<file path="config.mk">
export PLATFORM = sky130hd
export DESIGN_NAME = servo_sweep_dispense_sequencer
export DESIGN_NICKNAME = d
export VERILOG_FILES = /design/src/sv/ssds_pkg.sv /design/src/sv/servo_sweep_dispense_sequencer.sv /design/src/sv/ssds_step.sv
export SDC_FILE = /design/constraint.sdc
export NUM_CORES = 1
export LEC_CHECK = 0
export ABC_AREA = 1
export BUFFER_PORTS_ARGS = -buffer_cell sky130_fd_sc_hd__buf_2
export CORE_ASPECT_RATIO = 1.75
export CORE_UTILIZATION = 25
export CTS_CLUSTER_SIZE = 25
export DETAILED_ROUTE_END_ITERATION = 7
export PLACE_DENSITY_LB_ADDON = 0.1
export RECOVER_POWER = 50
export SKIP_CTS_REPAIR_TIMING = 1
export SLEW_MARGIN = 25
export SYNTH_ARGS = -nofsm -noshare
export SYNTH_HDL_FRONTEND = slang
export SYNTH_SLANG_ARGS = --single-unit
</file>
<file path="constraint.sdc">
create_clock -name clock -period 10.1 [get_ports clock]
set_clock_uncertainty 0.15 [all_clocks]
set_input_delay 1.01 -clock clock [delete_from_list [all_inputs] [get_ports clock]]
set_output_delay 1.01 -clock clock [all_outputs]
set_load 0.1 [all_outputs]
</file>
<file path="src/sv/ssds_pkg.sv">
package ssds_pkg;

   // light sample width, fixed by the converter feeding the block
   localparam int SAMPLE_BITS = 12;

   // stream payload widths, padded to whole bytes
   localparam int REQ_TDATA_W = 24;
   localparam int RSP_TDATA_W = 32;

   // angle landmarks of one sweep cycle
   localparam logic [7:0] ANGLE_REST = 8'd120;
   localparam logic [7:0] ANGLE_TOP  = 8'd180;

   // register reset values
   localparam logic [SAMPLE_BITS-1:0] RISE_RESET  = SAMPLE_BITS'(600);
   localparam logic [SAMPLE_BITS-1:0] FALL_RESET  = SAMPLE_BITS'(500);
   localparam logic [7:0]             TPS_RESET   = 8'd5;
   localparam logic [9:0]             PAUSE_RESET = 10'd500;

   typedef enum logic [1:0] {
      CSR_RISE  = 2'd0,
      CSR_FALL  = 2'd1,
      CSR_TPS   = 2'd2,
      CSR_PAUSE = 2'd3
   } csr_index_type;

   typedef enum logic {
      REQ_START = 1'b0,
      REQ_TICK  = 1'b1
   } req_kind_type;

   typedef enum logic [1:0] {
      LEG_DOWN   = 2'd0,
      LEG_PAUSE  = 2'd1,
      LEG_UP     = 2'd2,
      LEG_RETURN = 2'd3
   } leg_type;

   typedef struct packed {
      logic [SAMPLE_BITS-1:0] rise;
      logic [SAMPLE_BITS-1:0] fall;
      logic [7:0]             tps;
      logic [9:0]             pause;
   } cfg_type;

   typedef struct packed {
      req_kind_type           kind;
      logic [1:0]             servo;
      logic [7:0]             amount;
      logic [SAMPLE_BITS-1:0] sample;
      logic                   button;
   } item_type;

   typedef struct packed {
      logic        active;
      leg_type     leg;
      logic [7:0]  angle;
      logic [9:0]  hold;
      logic [9:0]  cycles;
      logic [7:0]  target;
      logic [1:0]  servo;
      logic        det_high;
      logic [15:0] count;
   } seq_state_type;

   typedef struct packed {
      logic        running;
      logic [1:0]  channel;
      logic [7:0]  angle;
      logic        led;
      logic [15:0] count;
      logic        done;
   } result_type;

endpackage

</file>
<file path="src/sv/servo_sweep_dispense_sequencer.sv">
// an accepted item is held in the input register, and its result is registered in the
// result register; one item per cycle while the result side is not stalled; the state update
// is a single pass through the step logic between the input register and the result register
// reset (synchronous, active high) clears the run state, loads the default
// thresholds, step and pause lengths, and empties both registers
module servo_sweep_dispense_sequencer
   import ssds_pkg::*;
#(
   parameter int NUM_SERVOS = 4
)(
   input  logic                   clock,
   input  logic                   reset,
   // configuration writes
   input  logic                   csr_valid,
   output logic                   csr_ready,
   input  logic [1:0]             csr_index,
   input  logic [11:0]            csr_wdata,
   // request items
   input  logic                   req_tvalid,
   output logic                   req_tready,
   input  logic [REQ_TDATA_W-1:0] req_tdata,  // servo_select, dispense_amount, light_sample,
                                              // button_press
   input  logic                   req_tuser,  // req_type
   // result items
   output logic                   rsp_tvalid,
   input  logic                   rsp_tready,
   output logic [RSP_TDATA_W-1:0] rsp_tdata,  // running, servo_channel, servo_angle, led_on,
                                              // dispensed_count
   output logic                   rsp_tlast   // run_done
);

   localparam logic [4:0] NumServosW = 5'(NUM_SERVOS);
   localparam logic [1:0] MaxSel     = 2'(NUM_SERVOS - 1);

   cfg_type       cfg_ff;
   logic          in_valid_ff;
   item_type      in_item_ff;
   item_type      in_item_in;
   seq_state_type state_ff;
   seq_state_type state_in;
   logic          out_valid_ff;
   result_type    out_res_ff;
   result_type    step_res;
   logic          out_adv;
   logic          fire;

   // configuration registers
   assign csr_ready = 1'b1;

   always_ff @(posedge clock) begin
      if (reset) begin
         cfg_ff.rise  <= RISE_RESET;
         cfg_ff.fall  <= FALL_RESET;
         cfg_ff.tps   <= TPS_RESET;
         cfg_ff.pause <= PAUSE_RESET;
      end else if (csr_valid && csr_ready) begin
         unique case (csr_index_type'(csr_index))
            CSR_RISE:  cfg_ff.rise  <= csr_wdata[SAMPLE_BITS-1:0];
            CSR_FALL:  cfg_ff.fall  <= csr_wdata[SAMPLE_BITS-1:0];
            CSR_TPS:   cfg_ff.tps   <= csr_wdata[7:0];
            CSR_PAUSE: cfg_ff.pause <= csr_wdata[9:0];
         endcase
      end
   end

   // handshake: the result register frees the input register
   assign out_adv    = !out_valid_ff || rsp_tready;
   assign req_tready = !in_valid_ff || out_adv;
   assign fire       = in_valid_ff && out_adv;

   // unpack request, servo index saturated to the last servo
   always_comb begin
      in_item_in.kind   = req_kind_type'(req_tuser);
      in_item_in.servo  = req_tdata[1:0];
      in_item_in.amount = req_tdata[9:2];
      in_item_in.sample = req_tdata[10 +: SAMPLE_BITS];
      in_item_in.button = req_tdata[10 + SAMPLE_BITS];
      if ({3'b000, req_tdata[1:0]} >= NumServosW) begin
         in_item_in.servo = MaxSel;
      end
   end

   // input register
   always_ff @(posedge clock) begin
      if (reset) begin
         in_valid_ff <= 1'b0;
      end else if (req_tready) begin
         in_valid_ff <= req_tvalid;
      end
   end

   always_ff @(posedge clock) begin
      if (req_tvalid && req_tready) begin
         in_item_ff <= in_item_in;
      end
   end

   ssds_step u_step (
      .cfg       (cfg_ff),
      .item      (in_item_ff),
      .state_cur (state_ff),
      .state_nxt (state_in),
      .result    (step_res)
   );

   // sequencer state
   always_ff @(posedge clock) begin
      if (reset) begin
         state_ff.active   <= 1'b0;
         state_ff.leg      <= LEG_DOWN;
         state_ff.angle    <= ANGLE_REST;
         state_ff.hold     <= 10'd0;
         state_ff.cycles   <= 10'd0;
         state_ff.target   <= 8'd0;
         state_ff.servo    <= 2'd0;
         state_ff.det_high <= 1'b1;
         state_ff.count    <= 16'd0;
      end else if (fire) begin
         state_ff <= state_in;
      end
   end

   // result register
   always_ff @(posedge clock) begin
      if (reset) begin
         out_valid_ff <= 1'b0;
      end else if (fire) begin
         out_valid_ff <= 1'b1;
      end else if (rsp_tready) begin
         out_valid_ff <= 1'b0;
      end
   end

   always_ff @(posedge clock) begin
      if (fire) begin
         out_res_ff <= step_res;
      end
   end

   assign rsp_tvalid = out_valid_ff;
   assign rsp_tdata  = {4'b0000, out_res_ff.count, out_res_ff.led, out_res_ff.angle,
                        out_res_ff.channel, out_res_ff.running};
   assign rsp_tlast  = out_res_ff.done;

   // a done item always reports the run as stopped
   a_done_stops: assert property (@(posedge clock) disable iff (reset)
      (rsp_tvalid && rsp_tlast) |-> !rsp_tdata[0])
      else $error("run_done with running still set");

   // commanded angle never exceeds the top of the sweep
   a_angle_range: assert property (@(posedge clock) disable iff (reset)
      rsp_tvalid |-> (rsp_tdata[10:3] <= ANGLE_TOP))
      else $error("servo angle beyond top");

   // an idle sequencer rests at the start of the down leg
   a_idle_rest: assert property (@(posedge clock) disable iff (reset)
      !state_ff.active |-> (state_ff.leg == LEG_DOWN && state_ff.angle == ANGLE_REST))
      else $error("idle sequencer not at rest position");

endmodule

</file>
<file path="src/sv/ssds_step.sv">
module ssds_step
   import ssds_pkg::*;
(
   input  cfg_type       cfg,
   input  item_type      item,
   input  seq_state_type state_cur,
   output seq_state_type state_nxt,
   output result_type    result
);

   logic        rise_hit;
   logic        det_mid;
   logic        det_next;
   logic [1:0]  cnt_inc;
   logic [16:0] cnt_sum;
   logic [15:0] cnt_next;
   logic [7:0]  step_len;
   logic [9:0]  leg_len;
   logic [9:0]  hold_inc;
   logic [9:0]  cycle_inc;
   logic [10:0] cycle_limit;
   logic        run_end;

   // hysteresis detector and saturating item count
   always_comb begin
      rise_hit = !state_cur.det_high && (item.sample > cfg.rise);
      det_mid  = state_cur.det_high | rise_hit;
      det_next = det_mid && !(item.sample < cfg.fall);
      cnt_inc  = {1'b0, rise_hit} + {1'b0, item.button};
      cnt_sum  = {1'b0, state_cur.count} + {15'd0, cnt_inc};
      cnt_next = cnt_sum[16] ? 16'hFFFF : cnt_sum[15:0];
   end

   // hold lengths and counter increments
   always_comb begin
      step_len    = (cfg.tps == 8'd0) ? 8'd1 : cfg.tps;
      leg_len     = (state_cur.leg == LEG_PAUSE) ? cfg.pause : {2'b00, step_len};
      hold_inc    = state_cur.hold + 10'd1;
      cycle_inc   = state_cur.cycles + 10'd1;
      cycle_limit = {2'b00, state_cur.target, 1'b0} + 11'd3;
   end

   // next sequencer state
   always_comb begin
      state_nxt = state_cur;
      run_end   = 1'b0;
      if (item.kind == REQ_START) begin
         state_nxt.active   = 1'b1;
         state_nxt.leg      = LEG_DOWN;
         state_nxt.angle    = ANGLE_REST;
         state_nxt.hold     = 10'd0;
         state_nxt.cycles   = 10'd0;
         state_nxt.target   = item.amount;
         state_nxt.servo    = item.servo;
         state_nxt.det_high = 1'b1;
         state_nxt.count    = 16'd0;
      end else if (state_cur.active) begin
         state_nxt.det_high = det_next;
         state_nxt.count    = cnt_next;
         if (hold_inc < leg_len) begin
            state_nxt.hold = hold_inc;
         end else begin
            state_nxt.hold = 10'd0;
            unique case (state_cur.leg)
               LEG_DOWN: begin
                  if (state_cur.angle > 8'd0) begin
                     state_nxt.angle = state_cur.angle - 8'd1;
                  end else begin
                     state_nxt.leg = (cfg.pause != 10'd0) ? LEG_PAUSE : LEG_UP;
                  end
               end
               LEG_PAUSE: begin
                  state_nxt.leg   = LEG_UP;
                  state_nxt.angle = 8'd0;
               end
               LEG_UP: begin
                  if (state_cur.angle < ANGLE_TOP) begin
                     state_nxt.angle = state_cur.angle + 8'd1;
                  end else begin
                     state_nxt.leg   = LEG_RETURN;
                     state_nxt.angle = ANGLE_TOP;
                  end
               end
               LEG_RETURN: begin
                  if (state_cur.angle > ANGLE_REST) begin
                     state_nxt.angle = state_cur.angle - 8'd1;
                  end else begin
                     // end of one sweep cycle: check for run completion
                     state_nxt.cycles = cycle_inc;
                     state_nxt.leg    = LEG_DOWN;
                     state_nxt.angle  = ANGLE_REST;
                     if ((cnt_next >= {8'd0, state_cur.target}) ||
                         ({1'b0, cycle_inc} >= cycle_limit)) begin
                        state_nxt.active = 1'b0;
                        run_end          = 1'b1;
                     end
                  end
               end
            endcase
         end
      end
   end

   // result fields
   always_comb begin
      if (item.kind == REQ_START) begin
         result.running = 1'b1;
         result.channel = item.servo;
         result.angle   = ANGLE_REST;
         result.led     = 1'b1;
         result.count   = 16'd0;
         result.done    = 1'b0;
      end else if (state_cur.active) begin
         result.running = state_nxt.active;
         result.channel = state_cur.servo;
         result.angle   = state_cur.angle;
         result.led     = (state_cur.leg != LEG_UP);
         result.count   = cnt_next;
         result.done    = run_end;
      end else begin
         result.running = 1'b0;
         result.channel = state_cur.servo;
         result.angle   = state_cur.angle;
         result.led     = 1'b0;
         result.count   = state_cur.count;
         result.done    = 1'b0;
      end
   end

endmodule

</file>
# == Yosys cells after proc, flatten, opt, wreduce, memory -nomap -nowiden ==
# Index checks and enable logic that the tools add are counted.
# Widths: inputs -> output; s select.
# word_totals
ff_bits,155
output_inout_bits,36
input_bits,44
# op_classes
add_sub_neg,7
n_lt_le_gt_ge,8
mux,30
n_bitwise,4
reduce_logical,26
eq_ne,15
# ops
cell,n
$mux 31,2
$mux 10,5
$pmux 10 s4,1
$mux 17,2
$mux 8,4
$mux 29,1
$mux 28,1
$add 10x1->10 const B,2
$add 16x2->17,1
$ge 16x8->1,1
$mux 16,1
$gt 12x12->1,1
$lt 12x12->1,1
$reduce_and 2->1,6
$ge 10x11->1,1
$mux 11,1
$add 9x2->10 const B,1
$lt 10x10->1,1
$reduce_bool 10->1,1
$ne 3x3->1 const B,3
$add 8x1->8 const B,1
$eq 2x2->1 const B,4
$gt 8x1->1 const B,1
$gt 8x7->1 const B,1
other kinds (22),46

# == Longest topological paths before layout ==
# Gate-level depths: netlist of the first run.
# depth
word_depth,15
mapped_depth,32

# == Cells and area by module ==
# From an unflattened synthesis of the first run, not the netlist that was laid out.
# hier_totals
cells_unflattened,1432
area_unflattened_um2,9992.1
# modules_own_cells
mod,instances,seq_area_each_um2,cells_per_inst,area_each_um2
servo_sweep_dispense_sequencer,1,3633.5,681,5915.7
ssds_step,1,0.0,751,4076.4

# == Worst setup path after synthesis of the first run ==
# Ideal clock, no wire load.
# synth_path
path_kind,flip-flop to flip-flop
startpoint,register in_item_ff[10] in the netlist's numbering
endpoint,"register out_res_ff (netlist bit rsp_tlast), data pin"
stages_incl_launch_ff,25
setup_time_ps,254
n_path_buf,0
slack_ps,6460
arrival_time_ps,3237
path_cell_list,edfxtp_1 ha_1 a21oi_1 nor2_1 a211oi_1 o211ai_1 nand2_1 nor2_1 fa_1 ha_1 nand3_2 inv_2 nand4_2 nand3_1 ha_1 a21oi_1 nand2_1 nand2_1 nand2_1 nand2_1 nand2_1 nor2_1 nand3_2 nand2_1 nor2_1
# synth_between
elab_chain_cells,8
# synth_rtl
item,line_no,text
from (decl),servo_sweep_dispense_sequencer.sv:37,item_type in_item_ff;
from (signal assigned),servo_sweep_dispense_sequencer.sv:94,in_item_ff <= in_item_in;
$gt 12x12->1,ssds_step.sv:26,rise_hit = !state_cur.det_high && (item.sample > cfg.rise);
$logic_and 1x1->1,ssds_step.sv:26,
$add 1x1->2,ssds_step.sv:29,"cnt_inc = {1'b0, rise_hit} + {1'b0, item.button};"
$add 16x2->17,ssds_step.sv:30,"cnt_sum = {1'b0, state_cur.count} + {15'd0, cnt_inc};"
$mux 16,ssds_step.sv:31,cnt_next = cnt_sum[16] ? 16'hFFFF : cnt_sum[15:0];
$ge 16x8->1,ssds_step.sv:92,"if ((cnt_next >= {8'd0, state_cur.target}) ||"
$logic_or 1x1->1,ssds_step.sv:92,
$mux 1,ssds_step.sv:92,
to (signal assigned),servo_sweep_dispense_sequencer.sv:136,out_res_ff <= step_res;
to (decl),servo_sweep_dispense_sequencer.sv:42,result_type out_res_ff;
# No other way between the ends.
# A chain may end at the register's enable or synchronous reset.

==> results of run 1 <==
## logic make-up (layout without fill, tap and decap cells)
logic type | after synthesis | in the layout | synth area share (%)
compound gates | 216 | 216 | 13.6
xor+xnor | 28 | 28 | 2.92
fa+ha+maj | 61 | 61 | 9.19
buf+inv | 167 | 244 | 7.92
flops | 155 | 155 | 43.3
mux | 2 | 2 | 0.239
other cells | 2 | 5 | 0.0895
simple gates | 438 | 438 | 22.7
## per-layer routing
| metal | part of all wire, % | vias up | GRT usage, % |
|---|---|---|---|
| met2 | 54 | 106 | 27.9 |
| met5 | 0.11 | - | 0 |
| li1 | - | 3657 | - |
| met1 | 41 | 3204 | 15.6 |
| met4 | 2.2 | 4 | 6.49 |
| met3 | 2.8 | 29 | 2.31 |
## power groups by stage
stage,clock (W),sequential (W),combinational [W]
final,0.000642,0.000687,0.000181
after global routing,0.000687,0.000690,0.000203
after CTS,0.000668,0.000687,0.000187
after detailed placement,0,0.000701,0.000187
after global placement,0,0.000701,0.000186
after floorplan,0,0.000733,0.000100
## flip-flops by register name (all words and copies together) (netlist names)
signal	flops
state_ff	58
cfg_ff	42
rsp_tdata	28
in_item_ff	24
in_valid_ff	1
rsp_tlast	1
rsp_tvalid	1
## metrics by stage
step	power (W)	utilization [%]	hold slack (ns)
global route	0.00158	29.3	0.334
global placement	0.000886	27.7	0.285
CTS	0.00154	29.4	0.300
floorplan	0.000833	-	0.275
finish	0.00151	29.3	0.301
detailed placement	0.000887	27.7	0.291
## placed cells by master, fill, tap and decap left out, drive strengths merged, types with 4 or more instances in the layout
master / n
inv: 129
edfxtp: 53
nand3b: 5
ha: 60
a21oi: 99
xnor2: 6
dfxtp: 102
nand2: 245
nand3: 48
o21ai: 92
buf: 48
o211ai: 12
o22ai: 4
nand4: 17
conb: 5
xor2: 22
nor2: 104
clkbuf: 53
nor3: 13
clkinv: 11
## critical path, stage by stage
cell and delay [ns]:
buf_2 0.07, clkbuf_1 1.76, clkinv_1 1.60, buf_4 0.61, o21ai_0 0.13, a21oi_1 0.05
## layout make-up
type                       count  area, sq um
clock buffer                  23          478
clock inverter                 9         95.1
fill                        3646        23300
inverter                     134          504
multi-input combinational    750         4110
sequential                   155         3630
tap                          405          507
timing repair buffer          78          359
## worst paths after layout
check | cells after the start | startpoint | end
max | 6 | reset | cfg_ff[35]
max reg2reg | 25 | in_item_ff[8] | rsp_tlast
min reg2reg | 2 | state_ff[18] | state_ff[18]
min | 2 | state_ff[18] | state_ff[18]
==> flow_summary.toml, run 1 <==
[critical_path]
required_ns = 10.26
reg2reg_slack_ns = 5.67
start_kind = "input pin"
crit_type = "input pin to flop"
crit_path_end_kind = "flop"
worst-path-max-fanout = 40
crit_arrival_ns = 5.28

[synth]
yosys.area.top_type_share_pct = 24.3
synthArstFlopShare_pct = 0
ys_top_cells_by_area = "dfxtp_1 24%, edfxtp_1 19%, nand2_1 11%, ha_1 8.9%, a21oi_1 5.9%"
synth_seq_cells = 155
syn_avg_cell_area_sq_um = 7.85
synth.most_common_cell = "nand2_1"
synth_edf_count = 53
ys_seq_area_share_pct = 43.3
synth_cell_types = 47
ys_warn_count = 0
yosys-top-cells-count = "241 x nand2_1, 122 x inv_1, 102 x dfxtp_1, 99 x a21oi_1, 93 x nor2_1"
postSynthCellCount = 1069
yosysTopAreaCell = "dfxtp_1"
syn_area_sq_um = 8390
ys.flop_type = "dfxtp_1"

[drt]
drt_iter0_markers = 291
avgViaCountPerCell = 4.50
ant_nets = 0
first_pass_iters = 4
vias = 7000
wirelength_mm = 23.7
wire_per_inst_um = 15.2
drc = 0

[min_path]
worstHoldPathType = "flop to flop"

[floorplan]
die_h_um = 244
core_area_sq_um = 33000
die_x_um = 140
num_rows = 88
initial_utilization_pct = 25.4
ios = 80
die_area_sq_um = 34300

[sta]
tightest_slew_ns = 2.49
min_period_over_period_pct = 50.6
fin_crit_ns = 5.11
fmax_mhz = 196
relSlewSlack_pct = -66.0
tns_ns = 0
hold_viol_final = 0
setup_viol = 0
fin_ws_ns = 4.99
maxSlewViolCount = 72
rsz0062_at_grt = "no"

[final_layout]
layout.cell_area.non_filler_sq_um = 9690
final_nets = 1241
fin_cells = 1554
area_growth_pct = 15.4
drive_gt1_share_pct = 9.75
antenna_cells = 0

[clock_tree]
cts.reportedPaths.clkPinSlew_ns = 0.06
cts-htree-levels = 4
worstSkewPairLatency_ns = 0.44
cts_tree = "done"
clock-sinks = 155
root_buffer = "clkbuf_16"
cts_made_buffers = 17
clk_path_buf_depth = 2

[placement]
place_ws_ns = 5.60
port_buffers = 73
dp_cells = 1522
placed_cell_area_sq_um = 9150
gp_congestion = 0.804
hpwlAfterDp_mm = 17.9

[flow_run]
cap_violations = 2

[grt]
grt_pass1_vias = 7008
grt_pass1_wl_mm = 37.9
antenna_found_initial = 2
grt_overflow = 0
grt_start_max_net_pins = 41
grt_usage_pct = 14.6

[power]
vdd_drop_max_mv = 0.121
power_frac_comb_pct = 12.0
leakagePower_nw = 4.01
power.density_nw_per_um2 = 156
switching_share_pct = 27.4
power.switching_w = 0.000413
clkPwrFrac_pct = 42.5
intPower_w = 0.00110
pwr-share-seq_pct = 45.5

[outcome]
violations = "max-capacitance violations, max-slew violations"
outcome = "finished with violations"
Note: power is estimated with default switching activity, not from simulation.
==> inputs of run 2 (changes only) <==
==> constraint.sdc (replaced) <==
create_clock -name clock -period 4.9 [get_ports clock]
set_clock_uncertainty 0.15 [all_clocks]
set_input_delay 0.49 -clock clock [delete_from_list [all_inputs] [get_ports clock]]
set_output_delay 0.49 -clock clock [all_outputs]
set_load 0.1 [all_outputs]
==> flow_summary.toml, run 2 (synthesis gave the netlist of run 1 again) <==
[final_layout]
final_cell_mix = "241 x nand2_1, 122 x inv_1, 102 x dfxtp_1, 99 x a21oi_1, 93 x nor2_1"
largest_register = "state_ff"
drive_gt1_share_pct = 11.8
area_growth_pct = 16.5
antenna_cells = 0
largest_reg_flops = 58
final_nets = 1246
reg_top3 = "state_ff x58, cfg_ff x42, rsp_tdata x28"
final_common_cell = "nand2_1"

[sta]
tightest_slew_ns = 2.49
fin_crit_ns = 4.31
fmax_mhz = 232
hold_viol_final = 0
rsz0062_at_grt = "no"
setup_viol = 0
relSlewSlack_pct = -66.1
fin_ws_ns = 0.589
tns_ns = 0
maxSlewViolCount = 107
min_period_over_period_pct = 88.0

[critical_path]
required_ns = 4.96
rr_worst_depth = 25
cpLargestDelayFamily = "simple AND/OR/NAND/NOR gates"
r2r_start = "in_item_ff[8]"
cp.buffers_inverters = 2
start_kind = "flop"
crit_arrival_ns = 4.37
worst-path-max-fanout = 6
crit_top_cell = "nand2_1"
crit_path_end_kind = "flop"
slowest_stage = "edfxtp_1"
r2r-end = "rsp_tlast"
critical_path.max_stage_delay_ns = 0.39
reg2reg_slack_ns = 0.59
crit_type = "flop to flop"

[clock_tree]
clk_path_buf_depth = 2
cts.reportedPaths.clkPinSlew_ns = 0.06
cts_tree = "done"
worstSkewPairLatency_ns = 0.45
cts-htree-levels = 4
root_buffer = "clkbuf_16"
cts_made_buffers = 17
clock-sinks = 155

[placement]
gp_congestion = 0.798
place_ws_ns = 0.559
hpwlAfterDp_mm = 18.1
port_buffers = 73

[floorplan]
num_rows = 88
die_area_sq_um = 34300
initial_utilization_pct = 25.4
ios = 80
die_h_um = 244
die_x_um = 140
core_area_sq_um = 33000

[drt]
wirelength_mm = 24.0
drt_iter0_markers = 296
avgViaCountPerCell = 4.53
vias = 7055
wire_per_inst_um = 15.4
ant_nets = 0
first_pass_iters = 5
drc = 0

[power]
vdd_drop_max_mv = 0.269
power_w = 0.00320
leakagePower_nw = 4.08
power.density_nw_per_um2 = 328

[grt]
antenna_found_initial = 3
grt_usage_pct = 14.9
gr-usage-met1_pct = 15.0
grt_overflow = 0
top_usage_layer = "met2"
grt_pass1_wl_mm = 38.4
met2_usage_pct = 28.7
grt_pass1_vias = 7228
grt_start_max_net_pins = 41
met3_usage_pct = 2.76

[outcome]
violations = "max-capacitance violations, max-slew violations"
outcome = "finished with violations"

[flow_run]
cap_violations = 3

[min_path]
holdCritStartpoint = "req_tdata[15]"
hold_depth = 1
worstHoldPathType = "input pin to flop"
hold_end = "in_item_ff[6]"
[run 2: cell types whose count changed in the layout (fill, tap and decap cells not counted), sizes merged]
cell	delta
clkinv	+1
bufinv	+2
clkinvlp	+2
buf	+22
clkbuf	-22
[run 2: worst reg2reg max path, cell delays in order (launching register included)]
cell and delay, ns:
edfxtp_1 0.39, ha_1 0.34, nand4_1 0.17, nor2_1 0.19, nand2_1 0.07, o211ai_1 0.09, nand2_1 0.13, nor2_1 0.15
fa_1 0.24, ha_1 0.22, nand3_2 0.13, inv_2 0.14, nand3_1 0.12, nor2_2 0.23, inv_1 0.13, nand2_1 0.14
ha_1 0.26, nand2_1 0.06, nand2_1 0.04, nand3b_1 0.16, a21oi_1 0.12, nand2_1 0.08, nor2_2 0.09, nand3_2 0.10
nand2_1 0.07, nor2_1 0.04
[run 2: layout make-up]
type,instances,area (sq um)
fill,3635,23300
timing repair buffer,83,412
clock buffer,18,429
clock inverter,14,178
sequential,155,3630
multi-input combinational,750,4110
inverter,134,504
tap,405,507
[run 2: power breakdown]
group / switching (W) / internal (W) / total [W] / leakage (nW)
registers: 0.0000305 / 0.00138 / 0.00142 / 1.32
clock network: 0.000565 / 0.000843 / 0.00141 / 0.288
logic: 0.000282 / 0.0000978 / 0.000380 / 2.47
[run 2: how the worst max path moves through the flow]
| stage | startpoint | end | slack [ns] | depth (start not counted) |
|---|---|---|---|---|
| CTS | in_item_ff[8] | rsp_tlast | 0.54 | 25 |
| detailed placement | in_item_ff[8] | rsp_tlast | 0.56 | 25 |
| global route | in_item_ff[8] | rsp_tlast | 0.20 | 25 |
| global placement | in_item_ff[8] | rsp_tlast | 0.57 | 29 |
| floorplan | in_item_ff[10] | rsp_tlast | 1.26 | 24 |
| finish | in_item_ff[8] | rsp_tlast | 0.59 | 25 |
[run 2: metrics by stage]
step                      hold WS (ns)  instance area (sq um)  utilization (%)  std cells
final                           0.0584                   9770             29.6       1559
after global routing            0.0377                   9770             29.6       1559
after CTS                       0.0325                   9800             29.7       1559
after detailed placement         0.291                   9190             27.8       1527
after global placement           0.283                   9190             27.8       1527
after floorplan                  0.275                   8400                -       1072
[run 2: metal layers]
| layer | routed length (um) | vias to the layer above |
|---|---|---|
| met5 | 26 | - |
| met4 | 723 | 4 |
| met3 | 796 | 36 |
| met2 | 12900 | 120 |
| met1 | 9490 | 3224 |
| li1 | - | 3671 |
